### src/point_set_bounding_box_macros.svh
// ----------------------------------------------------------------------------
// point_set_bounding_box assertion macros
// Concurrent assertion shorthands clocked on i_clk, disabled in reset.
// ----------------------------------------------------------------------------
`ifndef POINT_SET_BOUNDING_BOX_MACROS_SVH
`define POINT_SET_BOUNDING_BOX_MACROS_SVH

// same-cycle implication
`define PSBB_ASSERT_SAME(lbl, ante, cons, msg) \
    lbl: assert property (@(posedge i_clk) disable iff (!i_rst_n) \
        (ante) |-> (cons)) else $error(msg);

// next-cycle implication
`define PSBB_ASSERT_NEXT(lbl, ante, cons, msg) \
    lbl: assert property (@(posedge i_clk) disable iff (!i_rst_n) \
        (ante) |=> (cons)) else $error(msg);

`endif

### src/psbb_pkg.sv
// ----------------------------------------------------------------------------
// psbb_pkg
// Shared types and constants of the point set bounding box block.
// ----------------------------------------------------------------------------
`timescale 1ns / 1ps

package psbb_pkg;

    localparam int COORD_BITS_DEF = 16;
    localparam int CFG_IDX_BITS   = 3;

    typedef enum logic [CFG_IDX_BITS-1:0] {
        REG_CLIP_ENABLE = 3'd0,
        REG_CLIP_LEFT   = 3'd1,
        REG_CLIP_TOP    = 3'd2,
        REG_CLIP_WIDTH  = 3'd3,
        REG_CLIP_HEIGHT = 3'd4
    } t_cfg_idx;

    typedef struct packed {
        logic valid;
        logic counts;
        logic last;
    } t_stage_ctl;

endpackage

### src/point_set_bounding_box.sv
// ----------------------------------------------------------------------------
// point_set_bounding_box
// Running bounding box of a point stream with optional clip window.
//
// channel  direction  handshake             payload
// in       input      i_in_valid/o_in_stall  point_x, point_y, is_last
// out      output     o_out_valid/i_out_stall found, box_x/y/w/h
// cfg      input      i_cfg_valid/o_cfg_ready cfg_index, cfg_data
//
// One point per cycle while o_in_stall is low. The result of a set passes the
// input register, then the box and result register, once its last point is in.
// Reset clears the clip registers, the box-started flag and both stage valids.
// A stalled result holds the pipeline; an empty input register still fills.
// ----------------------------------------------------------------------------
`timescale 1ns / 1ps
`include "point_set_bounding_box_macros.svh"

module point_set_bounding_box
    import psbb_pkg::*;
#(
    parameter int COORD_BITS = COORD_BITS_DEF
) (
    input  logic                         i_clk,
    input  logic                         i_rst_n,
    input  logic                         i_in_valid,
    output logic                         o_in_stall,
    input  logic signed [COORD_BITS-1:0] i_point_x,
    input  logic signed [COORD_BITS-1:0] i_point_y,
    input  logic                         i_is_last,
    output logic                         o_out_valid,
    input  logic                         i_out_stall,
    output logic                         o_found,
    output logic signed [COORD_BITS-1:0] o_box_x,
    output logic signed [COORD_BITS-1:0] o_box_y,
    output logic [COORD_BITS:0]          o_box_w,
    output logic [COORD_BITS:0]          o_box_h,
    input  logic                         i_cfg_valid,
    output logic                         o_cfg_ready,
    input  logic [CFG_IDX_BITS-1:0]      i_cfg_index,
    input  logic [COORD_BITS-1:0]        i_cfg_data
);

    logic                         clip_enable;
    logic signed [COORD_BITS-1:0] clip_left;
    logic signed [COORD_BITS-1:0] clip_top;
    logic [COORD_BITS-1:0]        clip_width;
    logic [COORD_BITS-1:0]        clip_height;
    logic                         counts;
    logic                         advance;
    logic                         in_take;

    t_stage_ctl                   r_s1;
    logic signed [COORD_BITS-1:0] r_s1_x;
    logic signed [COORD_BITS-1:0] r_s1_y;

    assign o_cfg_ready = 1'b1;

    psbb_cfg #(.COORD_BITS(COORD_BITS)) u_cfg (
        .i_clk         (i_clk),
        .i_rst_n       (i_rst_n),
        .i_cfg_valid   (i_cfg_valid),
        .i_cfg_index   (i_cfg_index),
        .i_cfg_data    (i_cfg_data),
        .o_clip_enable (clip_enable),
        .o_clip_left   (clip_left),
        .o_clip_top    (clip_top),
        .o_clip_width  (clip_width),
        .o_clip_height (clip_height)
    );

    psbb_clip #(.COORD_BITS(COORD_BITS)) u_clip (
        .i_clip_enable (clip_enable),
        .i_clip_left   (clip_left),
        .i_clip_top    (clip_top),
        .i_clip_width  (clip_width),
        .i_clip_height (clip_height),
        .i_point_x     (i_point_x),
        .i_point_y     (i_point_y),
        .o_counts      (counts)
    );

    assign advance    = !(o_out_valid && i_out_stall);
    assign o_in_stall = r_s1.valid && !advance;
    assign in_take    = i_in_valid && !o_in_stall;

    always_ff @(posedge i_clk) begin
        if (!i_rst_n) begin
            r_s1 <= '0;
        end else if (in_take) begin
            r_s1.valid  <= 1'b1;
            r_s1.counts <= counts;
            r_s1.last   <= i_is_last;
        end else if (advance) begin
            r_s1.valid <= 1'b0;
        end
    end

    always_ff @(posedge i_clk) begin
        if (in_take) begin
            r_s1_x <= i_point_x;
            r_s1_y <= i_point_y;
        end
    end

    psbb_accum #(.COORD_BITS(COORD_BITS)) u_accum (
        .i_clk       (i_clk),
        .i_rst_n     (i_rst_n),
        .i_ctl       (r_s1),
        .i_advance   (advance),
        .i_point_x   (r_s1_x),
        .i_point_y   (r_s1_y),
        .i_out_stall (i_out_stall),
        .o_out_valid (o_out_valid),
        .o_found     (o_found),
        .o_box_x     (o_box_x),
        .o_box_y     (o_box_y),
        .o_box_w     (o_box_w),
        .o_box_h     (o_box_h)
    );

    `PSBB_ASSERT_SAME(a_empty_box_zero, o_out_valid && !o_found, (o_box_x == '0) && (o_box_y == '0) && (o_box_w == '0) && (o_box_h == '0), "empty set result has nonzero box")
    `PSBB_ASSERT_SAME(a_found_size_nonzero, o_out_valid && o_found, (o_box_w != '0) && (o_box_h != '0), "found box has zero size")
    `PSBB_ASSERT_NEXT(a_result_from_last, !o_out_valid && !(r_s1.valid && r_s1.last && advance), !o_out_valid, "result without a last point")

endmodule

### src/psbb_cfg.sv
// ----------------------------------------------------------------------------
// psbb_cfg
// Clip window configuration registers.
// ----------------------------------------------------------------------------
`timescale 1ns / 1ps

module psbb_cfg
    import psbb_pkg::*;
#(
    parameter int COORD_BITS = COORD_BITS_DEF
) (
    input  logic                         i_clk,
    input  logic                         i_rst_n,
    input  logic                         i_cfg_valid,
    input  logic [CFG_IDX_BITS-1:0]      i_cfg_index,
    input  logic [COORD_BITS-1:0]        i_cfg_data,
    output logic                         o_clip_enable,
    output logic signed [COORD_BITS-1:0] o_clip_left,
    output logic signed [COORD_BITS-1:0] o_clip_top,
    output logic [COORD_BITS-1:0]        o_clip_width,
    output logic [COORD_BITS-1:0]        o_clip_height
);

    logic                         r_enable;
    logic signed [COORD_BITS-1:0] r_left;
    logic signed [COORD_BITS-1:0] r_top;
    logic [COORD_BITS-1:0]        r_width;
    logic [COORD_BITS-1:0]        r_height;

    always_ff @(posedge i_clk) begin
        if (!i_rst_n) begin
            r_enable <= 1'b0;
            r_left   <= '0;
            r_top    <= '0;
            r_width  <= '0;
            r_height <= '0;
        end else if (i_cfg_valid) begin
            unique case (t_cfg_idx'(i_cfg_index))
                REG_CLIP_ENABLE: r_enable <= i_cfg_data[0];
                REG_CLIP_LEFT:   r_left   <= $signed(i_cfg_data);
                REG_CLIP_TOP:    r_top    <= $signed(i_cfg_data);
                REG_CLIP_WIDTH:  r_width  <= i_cfg_data;
                REG_CLIP_HEIGHT: r_height <= i_cfg_data;
                default: ;
            endcase
        end
    end

    assign o_clip_enable = r_enable;
    assign o_clip_left   = r_left;
    assign o_clip_top    = r_top;
    assign o_clip_width  = r_width;
    assign o_clip_height = r_height;

endmodule

### src/psbb_clip.sv
// ----------------------------------------------------------------------------
// psbb_clip
// Decides whether a point counts against the inclusive clip window.
// ----------------------------------------------------------------------------
`timescale 1ns / 1ps

module psbb_clip
    import psbb_pkg::*;
#(
    parameter int COORD_BITS = COORD_BITS_DEF
) (
    input  logic                         i_clip_enable,
    input  logic signed [COORD_BITS-1:0] i_clip_left,
    input  logic signed [COORD_BITS-1:0] i_clip_top,
    input  logic [COORD_BITS-1:0]        i_clip_width,
    input  logic [COORD_BITS-1:0]        i_clip_height,
    input  logic signed [COORD_BITS-1:0] i_point_x,
    input  logic signed [COORD_BITS-1:0] i_point_y,
    output logic                         o_counts
);

    localparam int EW = COORD_BITS + 2;

    logic signed [EW-1:0] px_e;
    logic signed [EW-1:0] py_e;
    logic signed [EW-1:0] left_e;
    logic signed [EW-1:0] top_e;
    logic signed [EW-1:0] right_e;
    logic signed [EW-1:0] bottom_e;
    logic                 in_win;
    logic                 empty;

    always_comb begin
        px_e     = EW'(i_point_x);
        py_e     = EW'(i_point_y);
        left_e   = EW'(i_clip_left);
        top_e    = EW'(i_clip_top);
        // exact edges, no wrap
        right_e  = left_e + $signed({2'b00, i_clip_width}) - $signed(EW'(1));
        bottom_e = top_e + $signed({2'b00, i_clip_height}) - $signed(EW'(1));
        empty    = (i_clip_width == '0) || (i_clip_height == '0);
        in_win   = (px_e >= left_e) && (px_e <= right_e) &&
                   (py_e >= top_e) && (py_e <= bottom_e);
        o_counts = !i_clip_enable || (!empty && in_win);
    end

endmodule

### src/psbb_accum.sv
// ----------------------------------------------------------------------------
// psbb_accum
// Running min/max box of counted points and the registered result.
// ----------------------------------------------------------------------------
`timescale 1ns / 1ps

module psbb_accum
    import psbb_pkg::*;
#(
    parameter int COORD_BITS = COORD_BITS_DEF
) (
    input  logic                         i_clk,
    input  logic                         i_rst_n,
    input  t_stage_ctl                   i_ctl,
    input  logic                         i_advance,
    input  logic signed [COORD_BITS-1:0] i_point_x,
    input  logic signed [COORD_BITS-1:0] i_point_y,
    input  logic                         i_out_stall,
    output logic                         o_out_valid,
    output logic                         o_found,
    output logic signed [COORD_BITS-1:0] o_box_x,
    output logic signed [COORD_BITS-1:0] o_box_y,
    output logic [COORD_BITS:0]          o_box_w,
    output logic [COORD_BITS:0]          o_box_h
);

    logic                         take;
    logic                         r_any;
    logic signed [COORD_BITS-1:0] r_lx;
    logic signed [COORD_BITS-1:0] r_hx;
    logic signed [COORD_BITS-1:0] r_ly;
    logic signed [COORD_BITS-1:0] r_hy;
    logic                         n_any;
    logic signed [COORD_BITS-1:0] n_lx;
    logic signed [COORD_BITS-1:0] n_hx;
    logic signed [COORD_BITS-1:0] n_ly;
    logic signed [COORD_BITS-1:0] n_hy;
    logic [COORD_BITS:0]          n_w;
    logic [COORD_BITS:0]          n_h;

    logic                         r_out_valid;
    logic                         r_found;
    logic signed [COORD_BITS-1:0] r_box_x;
    logic signed [COORD_BITS-1:0] r_box_y;
    logic [COORD_BITS:0]          r_box_w;
    logic [COORD_BITS:0]          r_box_h;

    assign take = i_ctl.valid && i_advance;

    always_comb begin
        n_any = r_any || i_ctl.counts;
        n_lx  = r_lx;
        n_hx  = r_hx;
        n_ly  = r_ly;
        n_hy  = r_hy;
        if (i_ctl.counts) begin
            if (!r_any) begin
                n_lx = i_point_x;
                n_hx = i_point_x;
                n_ly = i_point_y;
                n_hy = i_point_y;
            end else begin
                if (i_point_x < r_lx) n_lx = i_point_x;
                if (i_point_x > r_hx) n_hx = i_point_x;
                if (i_point_y < r_ly) n_ly = i_point_y;
                if (i_point_y > r_hy) n_hy = i_point_y;
            end
        end
        n_w = {n_hx[COORD_BITS-1], n_hx} - {n_lx[COORD_BITS-1], n_lx}
              + (COORD_BITS+1)'(1);
        n_h = {n_hy[COORD_BITS-1], n_hy} - {n_ly[COORD_BITS-1], n_ly}
              + (COORD_BITS+1)'(1);
    end

    always_ff @(posedge i_clk) begin
        if (!i_rst_n) begin
            r_any <= 1'b0;
        end else if (take) begin
            r_any <= i_ctl.last ? 1'b0 : n_any;
        end
    end

    always_ff @(posedge i_clk) begin
        if (take) begin
            r_lx <= n_lx;
            r_hx <= n_hx;
            r_ly <= n_ly;
            r_hy <= n_hy;
        end
    end

    always_ff @(posedge i_clk) begin
        if (!i_rst_n) begin
            r_out_valid <= 1'b0;
        end else if (take && i_ctl.last) begin
            r_out_valid <= 1'b1;
        end else if (!i_out_stall) begin
            r_out_valid <= 1'b0;
        end
    end

    always_ff @(posedge i_clk) begin
        if (take && i_ctl.last) begin
            r_found <= n_any;
            r_box_x <= n_any ? n_lx : '0;
            r_box_y <= n_any ? n_ly : '0;
            r_box_w <= n_any ? n_w : '0;
            r_box_h <= n_any ? n_h : '0;
        end
    end

    assign o_out_valid = r_out_valid;
    assign o_found     = r_found;
    assign o_box_x     = r_box_x;
    assign o_box_y     = r_box_y;
    assign o_box_w     = r_box_w;
    assign o_box_h     = r_box_h;

endmodule
### config.mk
export PLATFORM = sky130hd
export DESIGN_NAME = point_set_bounding_box
export DESIGN_NICKNAME = d
export VERILOG_FILES = /design/src/psbb_pkg.sv /design/src/point_set_bounding_box.sv /design/src/psbb_cfg.sv /design/src/psbb_clip.sv /design/src/psbb_accum.sv
export VERILOG_INCLUDE_DIRS = /design/src /design/src/src
export SDC_FILE = /design/constraint.sdc
export NUM_CORES = 1
export LEC_CHECK = 0
export ABC_AREA = 1
export BUFFER_PORTS_ARGS = -buffer_cell sky130_fd_sc_hd__buf_2
export CORE_ASPECT_RATIO = 0.8
export CORE_MARGIN = 2
export CORE_UTILIZATION = 55
export CTS_BUF_LIST = sky130_fd_sc_hd__clkbuf_4 sky130_fd_sc_hd__clkbuf_8 sky130_fd_sc_hd__clkbuf_16
export DETAILED_ROUTE_END_ITERATION = 12
export PLACE_DENSITY_LB_ADDON = 0.12
export SYNTH_ARGS = -nofsm -noshare
export SYNTH_HDL_FRONTEND = slang
export SYNTH_SLANG_ARGS = --single-unit
### constraint.sdc
create_clock -name i_clk -period 12.6 [get_ports i_clk]
set_input_delay 2.52 -clock i_clk [delete_from_list [all_inputs] [get_ports i_clk]]
set_output_delay 2.52 -clock i_clk [all_outputs]
set_load 0.02 [all_outputs]
==> results by group <==
Outcome
  – Outcome: completed

Logic synthesis
  – Number of unique standard cell types used by synthesis: 43
  – Post-synthesis register bit count: 233
  – Synth area leaders: edfxtp_1 (31%), ha_1 (20%), dfxtp_1 (8.7%)
  – Sequential share of the synthesized area: 39.25%
  – Mux contribution to synthesized area: 0%
  – Share of the synthesized area in the top cell type: 30.51%
  – Post-Synth XOR/XNOR Area: 1.474%
  – Synthesized Nets: 2,230
  – Post-synth top area cell: edfxtp_1
  – Post-Syn Instances: 1,911
  – Post-Synth Adder-Cell Area: 20.72%
  – Main combinational cell family by area after synthesis: adder cells
  – Post-Synth Simple-Gate Area: 16.99%
  – Compound-Gate Fraction of Synth Area: 12.31%
  – Synthesized area: 16,040 µm²
  – Mapped Avg Cell Area: 8.394 µm²
  – YS warnings: 0

STA
  – Fmax: 0.1737 GHz
  – Relative slew margins: 26.68%
  – Clk_skew: 0.01786 ns
  – Final Critical Period: 5.757 ns
  – Actual slew at the worst max-slew pin: 1.097 ns
  – Final period util: 45.69%
  – Post-route setup slack: 6.843 ns
  – Finish-stage setup viols: 0
  – Final hold vios: 0
  – Unrepaired setup endpoints after global routing: no
  – Setup tns final: 0 ns
  – Max-slew violation count: 0

GRT
  – First-pass GRT wire length: 59.89 mm
  – Initial antenna violation count: 4
  – Largest net degree at the start of global routing: 74
  – Total gr overflow: 0
  – Vias in the first global route: 11,970
  – GRT Util Overall: 24.17%

Routing
  – Post-route ant nets: 0
  – Starting DRT DRC Count: 778
  – Residual DRC: 0
  – Detail-routed via count per cell: 5.302
  – WL/cell: 15.11 µm
  – Via count: 12,810
  – DRT Pass-1 Iters: 5
  – Routed Wire Length: 36.50 mm

Final layout
  – Fraction of layout cells with a size suffix above 1: 9.202%
  – Area Growth Syn to Fin: 11.10%
  – Final #Nets: 2,343
  – Post-route insts no fill: 2,415

Clock tree
  – # Post-CTS Setup Buffers: 0
  – CTS tree: built
  – H-tree depth: 1
  – CTS Buf Count: 25
  – Clock transition at path regs: 0.06 ns
  – Root buf cell: clkbuf_16
  – Worst skew pair latency: 0.54 ns
  – PostCTS Resize Cnt: 0
  – Cts hold-fix bufs: 0
  – Clock Tree Buf Depth: 3
  – CTS Sinks: 233

Critical path
  – Nature of the critical path endpoint: primary output
  – Critical path peak fanout: 3
  – WP data arrival: 3.24 ns
  – CP Launch Type: input port
  – Critical path required time: 10.08 ns
  – Worst setup path category: input port to primary output

Place
  – I/O Buffers: 125
  – Placed Instances: 2,367
  – DP Worst Slack: 6.846 ns
  – Dpl hpwl: 28.30 mm
  – Placer Congestion: 0.8589

Die
  – Die area: 30,560 µm²
  – Core Area: 28,490 µm²
  – Row cnt: 55
  – Chip width: 194.9 µm
  – Die H: 156.7 µm
  – # IOs: 127
  – Initial core utilization: 56.30%

Run
  – Max_cap viols: 0

Pwr
  – Tot Pwr: 2.231 mW
  – Pwr dens: 125.2 nW/µm²
  – Pleak: 8.792 nW
  – Max VDD drop: 0.1062 mV

Worst hold path
  – Worst Hold Class: flip-flop to flip-flop
-- report_power, final --
group / leakage [nW] / internal (mW) / switching, mW / total [mW]
Clock: 0.404 / 0.430 / 0.297 / 0.728
Sequential: 2.11 / 0.863 / 0.0173 / 0.881
Combinational: 6.28 / 0.231 / 0.392 / 0.623
Total: 8.79 / 1.52 / 0.707 / 2.23
-- path summary, 6_finish.rpt --
check | from | to | slack [ns] | cells past startpoint
hold reg to reg | u_cfg.o_clip_width[12] | u_cfg.o_clip_width[12] | 0.48 | 2
hold / removal | u_cfg.o_clip_width[12] | u_cfg.o_clip_width[12] | 0.48 | 2
setup / recovery | i_out_stall | o_in_stall | 6.84 | 4
setup reg to reg | r_s1_y[1] | u_accum.o_box_h[13] | 7.44 | 25
-- routing by layer --
metal / vias to the layer above / global-route usage, % / part of all wire (%)
li1: 6622 / - / -
met1: 5845 / 35.54 / 50
met2: 291 / 38.15 / 43
met3: 45 / 3.664 / 5.6
met4: 2 / 4.326 / 1.6
met5: - / 0 / 0.044
-- synthesized netlist by cell type, drive strengths merged --
| cell type | count |
|---|---|
| conb | 1 |
| nor2 | 119 |
| and2 | 1 |
| o221ai | 1 |
| or2 | 1 |
| nor4 | 11 |
| a221oi | 1 |
| xnor2 | 10 |
| o2111ai | 1 |
| xor2 | 17 |
| buf | 10 |
| a31oi | 2 |
| fa | 6 |
| o21a | 12 |
| clkbuf | 34 |
| nor3 | 9 |
| a21boi | 4 |
| a21o | 13 |
| edfxtp | 163 |
| dfxtp | 70 |
| o311a | 1 |
| nand2 | 352 |
| nand3 | 94 |
| inv | 344 |
| a211oi | 3 |
| o211ai | 3 |
| nand3b | 29 |
| o21ai | 125 |
| and3 | 1 |
| a21oi | 193 |
| ha | 256 |
| o31ai | 1 |
| o21bai | 7 |
| nand4 | 16 |
-- kinds of logic after synthesis --
logic type	after synthesis
compound gates	367
simple gates	633
other cells	1
fa+ha+maj	262
xor+xnor	27
buf+inv	388
flops	233
-- layout by cell type, fill, tap and decap left out, drive strengths merged, types with 2 or more instances in the layout --
cell type / n
ha: 256
o21ai: 125
clkinv: 3
inv: 345
nor3: 9
a31oi: 2
edfxtp: 163
diode: 2
nand4: 16
fa: 6
nor2: 119
nand3b: 29
o21a: 12
clkbuf: 38
dfxtp: 70
nand2: 352
nor4: 11
a21o: 13
clkinvlp: 3
xor2: 17
buf: 130
o21bai: 7
a211oi: 3
xnor2: 10
a21oi: 193
o211ai: 3
nand3: 94
a21boi: 4
-- layout make-up --
class	instances	area (µm²)
clock buffer	38	748.2
antenna	2	5.005
multi-input combinational	1290	8279
fill	2550	10670
tap	370	462.9
inverter	344	1291
clock inverter	8	73.82
timing repair buffer	130	663.1
sequential	233	6297
-- critical path: stages --
cell,delay (ns)
buf_2,0.08
nand2_1,0.10
nor2_1,0.30
buf_2,0.24
-- stage by stage --
| stage | hold WS [ns] | utilization [%] | cell area [µm²] |
|---|---|---|---|
| after floorplan | 0.4469 | - | 16040 |
| after global placement | 0.4656 | 59.65 | 16990 |
| after detailed placement | 0.4712 | 59.65 | 16990 |
| after CTS | 0.4804 | 62.53 | 17820 |
| after global routing | 0.4894 | 62.53 | 17820 |
| final | 0.4784 | 62.55 | 17820 |
Power figures use the tool's default switching activity.
